$ cat src/hdl/rar_pkg.sv
package rar_pkg;

  localparam int unsigned OperandWidth = 32;
  localparam int unsigned WideWidth    = 64;
  localparam int unsigned DenWidth     = 62;
  localparam int unsigned CountWidth   = $clog2(WideWidth + 1);

  typedef logic [OperandWidth-1:0]   opnd_t;
  typedef logic [2*OperandWidth-1:0] prod_t;
  typedef logic [WideWidth-1:0]      wide_t;

  typedef struct packed {
    logic  start;
    wide_t dividend;
    wide_t divisor;
  } div_req_t;

  typedef struct packed {
    logic  done;
    wide_t quotient;
    wide_t remainder;
  } div_rsp_t;

endpackage

$ cat src/hdl/rar_mul.sv
module rar_mul (
  input  rar_pkg::opnd_t a_i,
  input  rar_pkg::opnd_t b_i,
  output rar_pkg::prod_t p_o
);
  import rar_pkg::*;

  assign p_o = prod_t'(a_i) * prod_t'(b_i);

endmodule

$ cat config.mk
export PLATFORM = sky130hd
export DESIGN_NAME = rar_mul
export DESIGN_NICKNAME = d
export VERILOG_FILES = /design/src/hdl/rar_pkg.sv /design/src/hdl/rar_mul.sv
export SDC_FILE = /design/constraint.sdc
export NUM_CORES = 2
export LEC_CHECK = 0
export ABC_AREA = 1
export BUFFER_PORTS_ARGS = -buffer_cell sky130_fd_sc_hd__buf_2
export CAP_MARGIN = 10
export CORE_MARGIN = 4
export CORE_UTILIZATION = 25
export DETAILED_ROUTE_END_ITERATION = 10
export PLACE_DENSITY = 0.49
export SLEW_MARGIN = 30
export SYNTH_ARGS = -nofsm -noshare
export SYNTH_HDL_FRONTEND = slang
export SYNTH_SLANG_ARGS = --single-unit
$ cat constraint.sdc
create_clock -name vclk -period 6.7
set_input_delay 0.335 -clock vclk [all_inputs]
set_output_delay 0.335 -clock vclk [all_outputs]
set_load 0.05 [all_outputs]
==> impl_summary.log <==
[metrics] final routed wire length divided by cell count: 16.31 um
[metrics] result of the run: finished, violations left
[metrics] Detailed Route WL: 118,000 um
[metrics] Netlist Area Pre-Place: 36,100 um^2
[metrics] final critical path time including I/O delays and setup: 6985 ps
[metrics] Worst Max-Slew Pin Slew: 467.6 ps
[metrics] crit path DAT: 6650 ps
[metrics] area grow syn2layout: 29.43%
[metrics] max-cap viol count: 0
[metrics] clk_buf instances: 0
[metrics] post-route antenna net violation count: 0
[metrics] antenna violations before repair: 5
[metrics] fraction of synthesized area in multiplexers: 0%
[metrics] instance area after placement: 42,230 um^2
[metrics] final slew viol count: 0
[metrics] main combinational cell family by area after synthesis: adder cells
[metrics] pin count of the biggest net entering global routing: 22
[metrics] simple-gate area share of the yosys netlist: 19.41%
[metrics] final RePlAce weighted congestion: 0.9041
[metrics] final worst slack: -285.2 ps
[metrics] total nets after synthesis: 6,179
[metrics] cell area after layout: 46,720 um^2
[metrics] kind of critical path: in2out
[metrics] Buffers on Ports: 128
[metrics] number of distinct standard cells referenced by the synthesized netlist: 22
[metrics] die outline width: 388 um
[metrics] flip-flop and latch area: 0 um^2
[metrics] share of layout cells above drive strength 1: 22.91%
[metrics] sequential cell count of the final layout: 0
[metrics] instance count of the mapped netlist: 4,956
[metrics] kind of path behind the tightest hold check: in2out
[metrics] total iterations of the first detailed-routing run: 5
[metrics] global-route wire length before repair: 186,900 um
[metrics] Starting Density: 25.16%
[metrics] mean area per synthesized cell: 7.284 um^2
[metrics] unrepaired setup endpoints after global routing: yes
[metrics] Vias: 30,390
[metrics] sequential element share of the synthesized area: 0%
[metrics] Setup violations, final: 44
[metrics] I/O pins: 128
[metrics] residual DRC count: 0
[metrics] nets: 6,560
[metrics] kind of end point of the critical path: output port
[metrics] peak fanout along the critical path: 8
[metrics] final-layout fill cell count: 15,250
[metrics] worst stage delay on the critical path: 560 ps
[metrics] number of antenna cells inserted: 0
[metrics] Std-Cell Core Area: 143,500 um^2
[metrics] most prevalent standard cell on the critical path: fa_1
[metrics] failing checks: negative setup slack
[metrics] die extent in y: 388 um
[metrics] via count of the first global-routing pass: 32,130
[metrics] highest achievable clock rate: 143.2 MHz
[metrics] required time of the critical path: 6360 ps
[metrics] Worst slew margin: 68.83%
[metrics] synth warn: 0
[metrics] fin crit share: 104.3%
[metrics] Compound-Gate Fraction of Synth Area: 0.8977%
[metrics] final-report hold violation count: 0
[metrics] half-perimeter wire length of the detailed placement result: 101,900 um
[metrics] adder-cell area share of the yosys netlist: 58.80%
[metrics] slowest CP cell: fa_1
[metrics] row cnt: 139
[metrics] share of the core filled with cells in the final layout: 32.56%
[metrics] detailed-route vias per instance: 4.199
[metrics] CP Launch Type: primary input
[metrics] drt initial violations: 1,927
[metrics] fraction of synthesized cell area in xor and xnor cells: 0.8734%
[metrics] die area: 150,500 um^2
[metrics] global-route total usage across every layer: 15.79%
[metrics] overall overflow remaining after global route: 0
## critical path, delay by kind of cell
family	cells	cell delay, ps
buf+inv	10	800
simple gates	10	1050
fa+ha+maj	9	4460
## cells in the final DEF (no fill, tap or decap), types with 7 or more instances in the layout
cell         n
inv_1     1612
nand2_1   1315
fa_1       829
buf_4      309
ha_1       215
nand2_2    189
inv_2      117
buf_6      106
buf_12      83
nand2_4     70
fa_2        67
nor2_4      50
ha_4        43
nand3_1     39
buf_8       37
nor2_1      36
nand3_2     19
a21oi_2     18
buf_2       18
a21oi_1     17
nor2_2      16
nand4_1     16
xor2_1      14
xor2_4      12
nor3_2      10
buf_16      10
a21oi_4      9
o21bai_1     9
nand3_4      7
## layer usage
metal  track usage [%]  wire [um]
met1             22.88      54410
met2             26.19      55330
met3             1.700       6377
met4             1.768       1922
met5                 0          9
## through the flow
stage | setup TNS [ps] | hold WS (ps) | instances | setup slack [ps]
finish | -8108 | 1446 | 7238 | -285.2
global route | -17210 | 1471 | 7238 | -495.7
CTS | -9670 | 1445 | 7212 | -332.9
detailed placement | -38060 | 1449 | 7184 | -1116
global placement | -38250 | 1452 | 7184 | -1118
floorplan | -726.3 | 901.1 | 4956 | -131.2
## cell families after synthesis
| family | count (synthesis) |
|---|---|
| adders and majority gates | 1159 |
| and+or+nand+nor | 1778 |
| buffers and inverters | 1925 |
| xor gates and xnor gates | 36 |
| AOI/OAI and AO/OA | 58 |
## final timing paths
path                from       to  slack (ps)  cells after the start
setup / recovery  b_i[6]  p_o[63]        -290                     29
hold / removal    b_i[0]   p_o[0]        1450                      5
## layout make-up
type	count	area, um^2	share of cell area [%]
multi-input cells	3031	31590	67.62
inverters	1733	6515	13.94
repair buffers	571	6233	13.34
well taps	1903	2381	5.096
## synthesized netlist by cell type
cell         n  share of area [%]
nor3_1      11               0.15
nand4_1     16               0.28
a21oi_1     44               0.61
nand3_1     58               0.80
nor3_4       1              0.045
xor2_1      32               0.78
o21bai_1    11               0.23
nand2_2      8               0.14
o21bai_2     1              0.031
nor2_4       4               0.12
nor2_2      25               0.43
inv_2       15               0.16
inv_1     1718                 18
clkbuf_1   192                2.0
nor2_1      73               0.76
nand2_1   1569                 16
fa_1       896                 50
xnor2_1      4              0.097
o21ai_0      2              0.028
nor3_2       6               0.17
nand3_2      7               0.19
ha_1       263                9.1
## repair_timing
action / in CTS / in global routing
cloned: 6 / 3
hold buffers: 0 / 0
setup buffers: 28 / 26
resized for setup: 628 / 489
endpoints found under the setup margin: 53 / 54
pin swaps: 181 / 264
Power is not shown: default switching activity piles up to over one toggle a cycle in this logic, so the estimate is an artifact.
