[config.mk]
export PLATFORM = sky130hd
export DESIGN_NAME = rar_div
export DESIGN_NICKNAME = d
export VERILOG_FILES = /design/src/hdl/rar_pkg.sv /design/src/hdl/rar_div.sv
export SDC_FILE = /design/constraint.sdc
export NUM_CORES = 1
export LEC_CHECK = 0
export ABC_AREA = 1
export BUFFER_PORTS_ARGS = -buffer_cell sky130_fd_sc_hd__buf_2
export CAP_MARGIN = 30
export CORE_ASPECT_RATIO = 1.5
export CORE_MARGIN = 4
export CORE_UTILIZATION = 55
export CTS_CLUSTER_DIAMETER = 150
export DETAILED_ROUTE_END_ITERATION = 7
export PLACE_DENSITY_LB_ADDON = 0.12
export SLEW_MARGIN = 10
export SYNTH_ARGS = -nofsm -noshare
export SYNTH_HDL_FRONTEND = slang
export SYNTH_SLANG_ARGS = --single-unit
export TNS_END_PERCENT = 10
[constraint.sdc]
create_clock -name clk_i -period 5.48 [get_ports clk_i]
set_input_delay 0.548 -clock clk_i [delete_from_list [all_inputs] [get_ports clk_i]]
set_output_delay 0.548 -clock clk_i [all_outputs]
set_load 0.005 [all_outputs]
[src/hdl/rar_pkg.sv]
package rar_pkg;

  localparam int unsigned OperandWidth = 32;
  localparam int unsigned WideWidth    = 64;
  localparam int unsigned DenWidth     = 62;
  localparam int unsigned CountWidth   = $clog2(WideWidth + 1);

  typedef logic [OperandWidth-1:0]   opnd_t;
  typedef logic [2*OperandWidth-1:0] prod_t;
  typedef logic [WideWidth-1:0]      wide_t;

  typedef struct packed {
    logic  start;
    wide_t dividend;
    wide_t divisor;
  } div_req_t;

  typedef struct packed {
    logic  done;
    wide_t quotient;
    wide_t remainder;
  } div_rsp_t;

endpackage

[src/hdl/rar_div.sv]
module rar_div (
  input  logic               clk_i,
  input  logic               rst_ni,
  input  rar_pkg::div_req_t  req_i,
  output rar_pkg::div_rsp_t  rsp_o
);
  import rar_pkg::*;

  logic                  busy_q, busy_d;
  logic                  done_q, done_d;
  logic [CountWidth-1:0] cnt_q, cnt_d;
  wide_t                 rem_q, rem_d;
  wide_t                 quo_q, quo_d;
  wide_t                 dsr_q, dsr_d;

  logic [WideWidth:0] shifted;
  logic [WideWidth:0] diff;

  always_comb begin
    shifted = {rem_q, quo_q[WideWidth-1]};
    diff    = shifted - {1'b0, dsr_q};
    busy_d  = busy_q;
    done_d  = 1'b0;
    cnt_d   = cnt_q;
    rem_d   = rem_q;
    quo_d   = quo_q;
    dsr_d   = dsr_q;
    if (busy_q) begin
      if (!diff[WideWidth]) begin
        rem_d = diff[WideWidth-1:0];
        quo_d = {quo_q[WideWidth-2:0], 1'b1};
      end else begin
        rem_d = shifted[WideWidth-1:0];
        quo_d = {quo_q[WideWidth-2:0], 1'b0};
      end
      cnt_d = cnt_q - 1'b1;
      if (cnt_q == CountWidth'(1)) begin
        busy_d = 1'b0;
        done_d = 1'b1;
      end
    end else if (req_i.start) begin
      busy_d = 1'b1;
      cnt_d  = CountWidth'(WideWidth);
      rem_d  = '0;
      quo_d  = req_i.dividend;
      dsr_d  = req_i.divisor;
    end
  end

  always_ff @(posedge clk_i or negedge rst_ni) begin
    if (!rst_ni) begin
      busy_q <= 1'b0;
      done_q <= 1'b0;
      cnt_q  <= '0;
    end else begin
      busy_q <= busy_d;
      done_q <= done_d;
      cnt_q  <= cnt_d;
    end
  end

  always_ff @(posedge clk_i) begin
    rem_q <= rem_d;
    quo_q <= quo_d;
    dsr_q <= dsr_d;
  end

  assign rsp_o.done      = done_q;
  assign rsp_o.quotient  = quo_q;
  assign rsp_o.remainder = rem_q;

endmodule

==> results.ini, run 1 <==
[outcome]
outcome=finished, final reports clean

[power]
ir_worst_vdd_uv=398
p_per_area_mw_per_mm2=591
p_leak_nw=9.55
total_power_mw=9.99

[layout]
antenna_cells=0
layout-drive-gt1-share_pct=15.9
mostFrequentLayoutCells=nand2_1, inv_1, buf_2
final_common_cell=nand2_1
nets=2586
area_growth_pct=14.7
finalNonFillerCells=2739
n_fill_cell=2428
fin_area_mm2=0.0169

[route]
wl_met2_um=23500
wl_per_cell_um=16.8
ant_nets=0
num_vias=13700
viasPerCell=5.01
wl_met3_um=2240
top_layer=met4
drt-total-wl_um=46000
first_pass_iters=7
wl_met1_um=16700
route.detailed.drc=0
drt_iter0_drc=694

[logic_synthesis]
synth_edf_count=192
synth_compound_area_share_pct=2.94
yosys.area_share.xor_xnor_pct=1.84
synth_top_family_by_area=simple AND/OR/NAND/NOR gates
synth_nets=2335
synth_cells=2137
postSynthAreaPerCell_um2=6.90
ys_warn_count=0
syn_area_mm2=0.0147
ys_ff_latch=201
synth_fa_ha_area_share_pct=5.74
synth_cell_types=45
async_reset_ff_share_pct=4.48
synth-simple-area-share_pct=36.3
synth_ff_type=edfxtp_1
synthMuxAreaShare_pct=0.0679
ys_seq_area_share_pct=40.6

[sta]
slew_violations=0
worst_pin_slew_ns=0.980
hold_viol=0
skew_ns=0.0327
setup_viol=0
fin_crit_ns=3.15
clock.fmax_mhz=317
fin_setup_tns_ns=0
slew-limit-headroom_pct=34.7
rsz0062_at_grt=false
post-route-period-util_pct=57.5

[run]
cap_violations=0

[setup_path]
critPathRequiredTime_ns=5.75
slowest_delay_ns=0.42
path_depth=19
cpMostUsedCell=nand2_1
cpMaxStageDelayCell=fa_1
crit_start=quo_q[63]
crit_end=rem_q[27]
crit_chain=inv_1 > ha_1 > fa_1 > inv_1 > nand2_1 > nand2_1 > nand3_1 > nand2_2 > nand2_1 > nand2_2 > nand2_1 > nand2_2 > nand2_4 > nand2_4 > nand2_4 > nand2_8 > nand2_1 > nand2_1 > nor2_1
r2r_cells=19
worstSetupEndpointType=flop
rrSetupSlack_ns=2.33
critPathKind=reg -> reg
worstPathMaxFanout=60
start_kind=flop
timing.rr.start=quo_q[63]
rr_endpoint=rem_q[27]
worstPathArrival_ns=3.42
cp.buffers_inverters=2
path_delay_family=simple AND/OR/NAND/NOR gates

[placement]
placed_area_mm2=0.0162
place.detailed.hpwl_um=37300
port_buffers=259
dp_cells=2702
globalplace.congestion=1.02

[die]
coreArea_mm2=0.0265
io_pins=260
die_x_um=142
die_area_mm2=0.0295
fp.dieH_um=208
placementRows=73
start_util_pct=55.6

[worst_hold_path]
worstHoldPathType=in -> reg

[clock_tree]
cts_sinks=201
tritoncts=yes
cts_buffers=20
cts_setup_buffers=0
insertion_delay_ns=0.54
h-tree-depth=1
clockBufferDepth=3
clk_root_buffer_cell=clkbuf_16
path_clk_slew_ns=0.08

[global_routing]
overflow=0
grt_start_max_net_pins=94
grt_pass1_vias=13800
antenna_found_initial=0
grt_pass1_wl_um=71200
globalRouteTotalUtil_pct=30.7

-- report_power, final --
part	total, mW	internal, mW	switching [mW]	leakage [nW]
Clock	1.40	0.768	0.633	0.311
Sequential	2.94	2.52	0.417	2.02
Combinational	5.64	1.92	3.72	7.22
-- layer usage --
layer,global-route usage (%),vias up
met5,0,-
met4,19.9,0
met3,3.98,154
met2,55.6,442
met1,32.9,6135
li1,-,6991
-- synthesized netlist by cell type, types with 2 or more instances --
cell,count,area [um^2]
nor2_1,184,691
buf_8,2,30.0
buf_6,9,101
dfrtp_1,9,225
nor2_4,4,45.0
nand2_8,2,40.0
inv_2,10,37.5
nand2_2,10,62.6
nor3_1,11,55.1
nand3b_1,14,105
nor4_1,3,18.8
nor2_2,46,288
edfxtp_1,192,5770
nand4_1,14,87.6
nand3_1,60,300
o21bai_1,7,52.6
inv_1,411,1540
xor2_1,31,272
buf_2,4,20.0
nand2_4,4,45.0
o21ai_0,12,60.1
buf_1,5,18.8
a21oi_2,2,17.5
a21oi_1,53,265
nand2_1,940,3530
ha_1,66,826
clkbuf_1,14,52.6
-- per-stage QoR --
step	utilization, %	hold slack [ns]	worst slack, ns
after global routing	63.8	0.170	2.13
after CTS	63.8	0.165	2.40
after global placement	61.3	0.414	2.50
after detailed placement	61.3	0.417	2.44
final	63.8	0.178	2.33
after floorplan	-	0.252	1.66
-- sequential cells by signal, summed over array words and instances, names as in the netlist --
name and flops:
rem_q 64, done_q 1, cnt_q 7, dsr_q 64
busy_q 1, quo_q 64
-- layout make-up --
| class | count | area [um^2] | area share [%] |
|---|---|---|---|
| inverter | 422 | 1590 | 9.39 |
| sequential | 201 | 5990 | 35.5 |
| clock inverter | 15 | 139 | 0.822 |
| multi-input combinational | 1478 | 6910 | 40.9 |
| timing repair buffer | 265 | 1340 | 7.95 |
| clock buffer | 21 | 504 | 2.98 |
| tap | 337 | 422 | 2.49 |
-- cells by family (layout without fill, tap and decap cells) --
| logic type | after synthesis | count (layout) |
|---|---|---|
| AOI/OAI and AO/OA | 78 | 78 |
| xor gates and xnor gates | 31 | 31 |
| adders and majority gates | 67 | 67 |
| buffers and inverters | 458 | 723 |
| DFF | 201 | 201 |
| muxes | 1 | 1 |
| and+or+nand+nor | 1301 | 1301 |
-- worst min-delay path by stage --
stage                          from         to  slack, ns  cells past startpoint
after global placement       rst_ni     done_q       0.41                      1
after global routing      req_i[39]  dsr_q[39]       0.17                      1
after detailed placement     rst_ni     done_q       0.42                      1
after CTS                  req_i[0]   dsr_q[0]       0.16                      1
final                      req_i[0]   dsr_q[0]       0.18                      1
after floorplan              rst_ni     busy_q       0.25                      0
-- what timing repair did --
| item | in CTS | in global routing |
|---|---|---|
| gates resized for setup | 0 | 0 |
| hold buffers | 1 | 0 |
| endpoints found under the hold margin | 9 | 0 |
Note: power is estimated with default switching activity, not from simulation.
==> inputs of run 2 (changes only) <==
Settings changed: ABC_AREA 1 to 0, CORE_UTILIZATION 55 to 50.
Clock period 5.48 ns to 2.81 ns, I/O delays scaled along.
==> results.ini, run 2 <==
[outcome]
outcome=finished with violations
violations=negative setup slack

[clock_tree]
path_clk_slew_ns=0.07  ; about the same
tritoncts=yes
cts_sinks=201  ; unchanged
h-tree-depth=1  ; unchanged
clk_root_buffer_cell=clkbuf_16
clockBufferDepth=3  ; unchanged
cts_buffers=22  ; +10%
insertion_delay_ns=0.52  ; -0.02 ns

[logic_synthesis]
synth_nets=1296  ; -44%
synth_most_common_cell=edfxtp_1
synth_cell_types=68  ; +51%
synth_cells=1098  ; -49%
yosysTopAreaCell=edfxtp_1
synth_top_cells_by_count=edfxtp_1, a21oi_1, nor2_1
async_reset_ff_share_pct=4.48  ; unchanged
ys_seq_area_share_pct=49.7  ; +9.0 points
synth_top_area_share_pct=47.8  ; +8.7 points
ys_warn_count=0  ; unchanged
synth_edf_count=192  ; unchanged
postSynthAreaPerCell_um2=11.0  ; +59%
ys_ff_latch=201  ; unchanged
synth_ff_type=edfxtp_1
syn_area_mm2=0.0121  ; -18%
ys_top_cells_by_area=edfxtp_1, ha_1, mux2_2

[power]
ir_worst_vdd_uv=752  ; +89%
p_leak_nw=8.06  ; -16%
p_per_area_mw_per_mm2=1290  ; +120%

[die]
die_area_mm2=0.0267  ; -9.5%
die_x_um=135  ; -4.8%
placementRows=69  ; -5.5%
start_util_pct=50.8  ; -4.8 points
fp.dieH_um=198  ; -4.9%
io_pins=260  ; unchanged
coreArea_mm2=0.0237  ; -10%

[sta]
worst_pin_slew_ns=0.787  ; -0.193 ns
clock.fmax_mhz=274  ; -14%
slew_violations=0  ; unchanged
post-route-period-util_pct=130  ; +72 points
fin_crit_ns=3.65  ; +0.498 ns
setup_ws_ns=-0.840  ; -3.17 ns
skew_ns=0.0130  ; -0.0196 ns
slew-limit-headroom_pct=47.5  ; +13 points
setup_viol=65  ; +65
rsz0062_at_grt=true
hold_viol=0  ; unchanged

[route]
ant_nets=0  ; unchanged
viasPerCell=5.15  ; +2.8%
drt_iter0_drc=366  ; -47%
route.detailed.drc=0  ; unchanged
wl_per_cell_um=16.7  ; -0.38%
first_pass_iters=5  ; -2
drt-total-wl_um=33800  ; -27%
num_vias=10400  ; -24%

[global_routing]
grt_pass1_wl_um=53600  ; -25%
globalRouteTotalUtil_pct=24.8  ; -5.9 points
grt_pass1_vias=11200  ; -19%
antenna_found_initial=0  ; unchanged
grt_start_max_net_pins=71  ; -24%
overflow=0  ; unchanged

[layout]
final_common_cell=buf_4
finalNonFillerCells=2020  ; -26%
fin_util_pct=73.0  ; +9.2 points
antenna_cells=0  ; unchanged
mostFrequentLayoutCells=buf_4, buf_2, edfxtp_1
layout-drive-gt1-share_pct=40.0  ; +24 points
nets=1883  ; -27%
area_growth_pct=43.8
largestRegisters=dsr_q: 64 flops, quo_q: 64 flops, rem_q: 64 flops
fin_area_mm2=0.0173  ; +2.6%

[placement]
port_buffers=259  ; unchanged
place.detailed.hpwl_um=25200  ; -32%
preCtsSetupSlack_ns=-0.987  ; -3.43 ns
globalplace.congestion=0.917  ; -10%
dp_cells=1905  ; -29%
placed_area_mm2=0.0157  ; -3.5%

[setup_path]
critPathKind=reg -> reg
cp.buffers_inverters=3  ; +1
cpMaxStageDelayCell=or3b_2
slowest_delay_ns=0.46  ; +0.04 ns
worstPathMaxFanout=6  ; -90%
crit_chain=ha_4 > fa_2 > nand2b_4 > a21oi_2 > o211a_1 > a211oi_2 > o21a_1 > o21ai_2 > a221oi_4 > buf_6 > o31ai_4 > a311oi_4 > buf_4 > buf_16 > or3b_2 > a21oi_1
path_delay_family=compound AO/OA/AOI/OAI gates
start_kind=flop
worstPathArrival_ns=4.01  ; +0.59 ns
worstSetupEndpointType=flop
critPathRequiredTime_ns=3.17  ; -2.58 ns

[run]
cap_violations=0  ; unchanged

[worst_hold_path]
worstHoldPathType=in -> reg

[run 2: cell types whose count changed in the layout (fill, tap and decap cells not counted), moves of 39 or more]
| cell | change |
|---|---|
| mux2_2 | +63 |
| mux2i_1 | +50 |
| nand2_1 | -863 |
| a21oi_1 | +39 |
| nor2_1 | -90 |
| nand3_1 | -47 |
| dlygate4sd3_1 | +64 |
| nor2_2 | -46 |
| buf_4 | +269 |
| inv_1 | -321 |
[run 2: final cells by class]
class                   count  area [um^2]
multi-input cells         755         5570
repair buffers            613         4290
clock inverters            11          135
fillers                  1745         6400
well taps                 319          399
flip-flops and latches    201         5990
inverters                  92          349
clock buffers              29          608
[run 2: routing by layer]
layer | vias to the layer above | wire [um] | global-route usage (%)
met3 | 98 | 1870 | 4.78
met1 | 4810 | 12600 | 26.9
met2 | 312 | 17800 | 46.4
met4 | 0 | 1510 | 10.8
li1 | 5186 | - | -
met5 | - | 0 | 0
[run 2: per-stage QoR]
| step | total power, mW | hold slack [ns] | setup TNS (ns) |
|---|---|---|---|
| finish | 22.3 | 0.0339 | -46.56 |
| global route | 24.0 | 0.0373 | -61.08 |
| CTS | 22.1 | 0.0113 | -56.55 |
| detailed placement | 18.7 | 0.147 | -59.34 |
| global placement | 18.4 | 0.143 | -49.33 |
| floorplan | 13.0 | -0.0146 | -59.21 |
[run 2: report_power, final]
group	total, mW	internal (mW)	leakage [nW]	switching, mW
combinational	13.7	7.22	5.66	6.44
clock	2.98	1.80	0.356	1.18
sequential	5.71	5.05	2.04	0.663
total	22.3	14.1	8.06	8.28
[run 2: what timing repair did]
item | in CTS | in global routing
setup endpoints to repair | 65 | 65
pin swaps | 13 | 6
gates cloned | 1 | 1
gates resized for setup | 11 | 16
hold buffers | 65 | 0
buffers inserted | 6 | 2
endpoints found under the hold margin | 73 | 0
[run 2: cells by family (layout without fill, tap and decap cells)]
family,count (synthesis),count (layout),synth area share [%]
AOI/OAI and AO/OA,248,248,13.3
buffers and inverters,142,745,5.35
muxes,118,118,10.4
and+or+nand+nor,265,265,10.1
xor gates and xnor gates,57,57,4.14
DFF,201,201,49.7
adders and majority gates,67,67,7.01
[run 2: final timing paths]
check | from | end | slack, ns | cells past startpoint
worst max-delay path | dsr_q[0] | rem_q[63] | -0.84 | 16
worst min-delay path | req_i[128] | cnt_q[1] | 0.03 | 2
worst max register to register | dsr_q[0] | rem_q[63] | -0.84 | 16
worst min register to register | cnt_q[5] | cnt_q[5] | 0.50 | 1
max in group asynchronous | rst_ni | busy_q | 2.44 | 2
min in group asynchronous | rst_ni | done_q | 0.17 | 2
==> inputs of run 3 (changes only) <==
Settings changed: ABC_AREA 0 to 1, CORE_UTILIZATION 50 to 52.
==> results.ini, run 3 (synthesized netlist as in run 1, its figures left out) <==
[outcome]
outcome=finished with violations
violations=negative setup slack

[global_routing]
antenna_found_initial=0  ; unchanged
grt_pass1_wl_um=74900  ; +40%
globalRouteTotalUtil_pct=30.3  ; +5.5 points
grt_start_max_net_pins=64  ; -9.9%
overflow=0  ; unchanged
grt_pass1_vias=14600  ; +31%

[layout]
final-seq-area_mm2=0.00599  ; about the same
antenna_cells=0  ; unchanged
multiInputGateArea_mm2=0.00771  ; +39%
finalNonFillerCells=2964  ; +47%
largestRegisters=dsr_q: 64 flops, quo_q: 64 flops, rem_q: 64 flops
layout-drive-gt1-share_pct=23.5  ; -16 points
mostFrequentLayoutCells=nand2_1, inv_1, buf_2
n_fill_cell=2347  ; +34%
area_growth_pct=32.9
final_common_cell=nand2_1
nets=2801  ; +49%

[route]
drt-total-wl_um=52600  ; +56%
drt_iter0_drc=871  ; +140%
wl_per_cell_um=17.8  ; +6.1%
route.detailed.drc=0  ; unchanged
num_vias=15000  ; +44%
ant_nets=0  ; unchanged
viasPerCell=5.06  ; -1.7%
first_pass_iters=5  ; unchanged

[sta]
post-route-period-util_pct=100  ; -30 points
skew_ns=0.0260  ; +0.0130 ns
slew_violations=0  ; unchanged
setup_ws_ns=-0.00887  ; +0.831 ns
worst_pin_slew_ns=0.608  ; -0.179 ns
fin_crit_ns=2.82  ; -0.831 ns
setup_viol=3  ; -95%
hold-worst-slack_ns=0.0156  ; -0.0183 ns
slew-limit-headroom_pct=59.5  ; +12 points
hold_viol=0  ; unchanged
clock.fmax_mhz=355  ; +29%
fin_setup_tns_ns=-0.0178  ; +46.54 ns
rsz0062_at_grt=true

[clock_tree]
tritoncts=yes
cts_buffers=21  ; -4.5%
path_clk_slew_ns=0.07  ; about the same
h-tree-depth=1  ; unchanged
insertion_delay_ns=0.53  ; about the same
clk_root_buffer_cell=clkbuf_16
cts_sinks=201  ; unchanged
clockBufferDepth=3  ; unchanged

[power]
p_switching_mw=10.7  ; +29%
p_int_mw=12.1  ; -14%
p_comb_share_pct=62.0  ; +0.9 points
ir_worst_vdd_uv=806  ; +7.2%
seqPwrFrac_pct=25.4  ; about the same
p_per_area_mw_per_mm2=1160  ; -9.8%
sw_frac_of_total_pct=47.0  ; +10 points
clock_power_share_pct=12.6  ; -0.8 points
p_leak_nw=10.7  ; +32%
total_power_mw=22.8  ; +1.9%

[placement]
globalplace.congestion=0.958  ; +4.4%
preCtsSetupSlack_ns=-0.0657  ; +0.921 ns
dp_cells=2818  ; +48%
port_buffers=259  ; unchanged
place.detailed.hpwl_um=38800  ; +54%

[setup_path]
worstPathMaxFanout=7  ; +1
start_kind=flop
critPathRequiredTime_ns=3.07  ; -0.10 ns
worstPathArrival_ns=3.08  ; -0.93 ns
worstSetupEndpointType=flop
critPathKind=reg -> reg

[die]
die_area_mm2=0.0312  ; +17%
coreArea_mm2=0.0280  ; +18%
fp.dieH_um=214  ; +8.1%
placementRows=75  ; +8.7%
io_pins=260  ; unchanged
start_util_pct=52.7  ; +1.9 points
die_x_um=145  ; +7.9%

[run]
cap_violations=0  ; unchanged

[worst_hold_path]
worstHoldPathType=in -> reg

==> run 3: cell count changes in the layout (fill, tap and decap cells not counted), moves of 28 or more <==
cell,delta
a21oi_1,-42
buf_4,-148
ha_1,-28
inv_1,+318
mux2_2,-63
mux2i_1,-50
nand2_1,+841
nand2_2,+32
nand3_1,+39
nor2_1,+73
nor2_2,+60
o21ai_0,-29
xnor2_1,-34
==> run 3: area by class of cell <==
type | instances | area share (%)
clock inverter | 13 | 0.645
tap | 346 | 2.21
multi-input combinational | 1489 | 39.4
sequential | 201 | 30.6
inverter | 422 | 8.11
timing repair buffer | 468 | 16.2
clock buffer | 25 | 2.86
==> run 3: power by group through the flow <==
stage               logic, mW  clock network (mW)  registers (mW)
global route             15.4                3.02            5.93
detailed placement       12.1                   0            5.69
global placement         11.8                   0            5.68
CTS                      12.2                2.89            5.68
floorplan                7.54                   0            5.69
finish                   14.1                2.86            5.79
==> run 3: critical path, stage by stage, from the launching register on <==
cell and delay [ns]:
edfxtp_1 0.43, ha_1 0.37, nand2_2 0.14, nor2_4 0.08
buf_4 0.14, nand2_1 0.06, nand2_1 0.07, clkinv_1 0.05
nand2_1 0.09, a21oi_4 0.32, nand2_8 0.11, nand2_8 0.20
nand2_8 0.13, buf_4 0.17, nor2_2 0.12, nor2_2 0.06
==> run 3: path summary, 6_finish.rpt <==
path / startpoint / end / slack [ns] / cells after the start
setup / recovery: rem_q[43] / rem_q[18] / -0.009 / 15
hold / removal: req_i[105] / quo_q[41] / 0.02 / 3
setup reg to reg: rem_q[43] / rem_q[18] / -0.009 / 15
hold reg to reg: cnt_q[6] / cnt_q[6] / 0.53 / 1
max in group asynchronous: rst_ni / busy_q / 2.46 / 2
min in group asynchronous: rst_ni / cnt_q[2] / 0.13 / 2
==> run 3: metrics by stage <==
step | instance area (um^2) | utilization (%)
2_1_floorplan | 14800 | -
3_5_place_dp | 17100 | 61.2
6_report | 19600 | 70.0
4_1_cts | 18600 | 66.4
3_3_place_gp | 17100 | 61.2
5_1_grt | 19600 | 70.0
==> run 3: timing repair <==
action                                  in CTS  in global routing
hold endpoints to repair                    80                  0
buffers inserted                             0                 25
hold buffers                                72                  0
gates resized for setup                      6                104
pin swaps                                    0                 21
endpoints found under the setup margin      20                 64
gates cloned                                 0                 11
==> run 3: per-layer routing <==
metal  global-route usage, %  wire length, um  up-vias
li1                        -                -     7432
met1                    31.3            17700     6780
met2                    57.8            27200      595
met3                    3.78             3120      202
met4                    18.3             4570        0
met5                       0                0        -
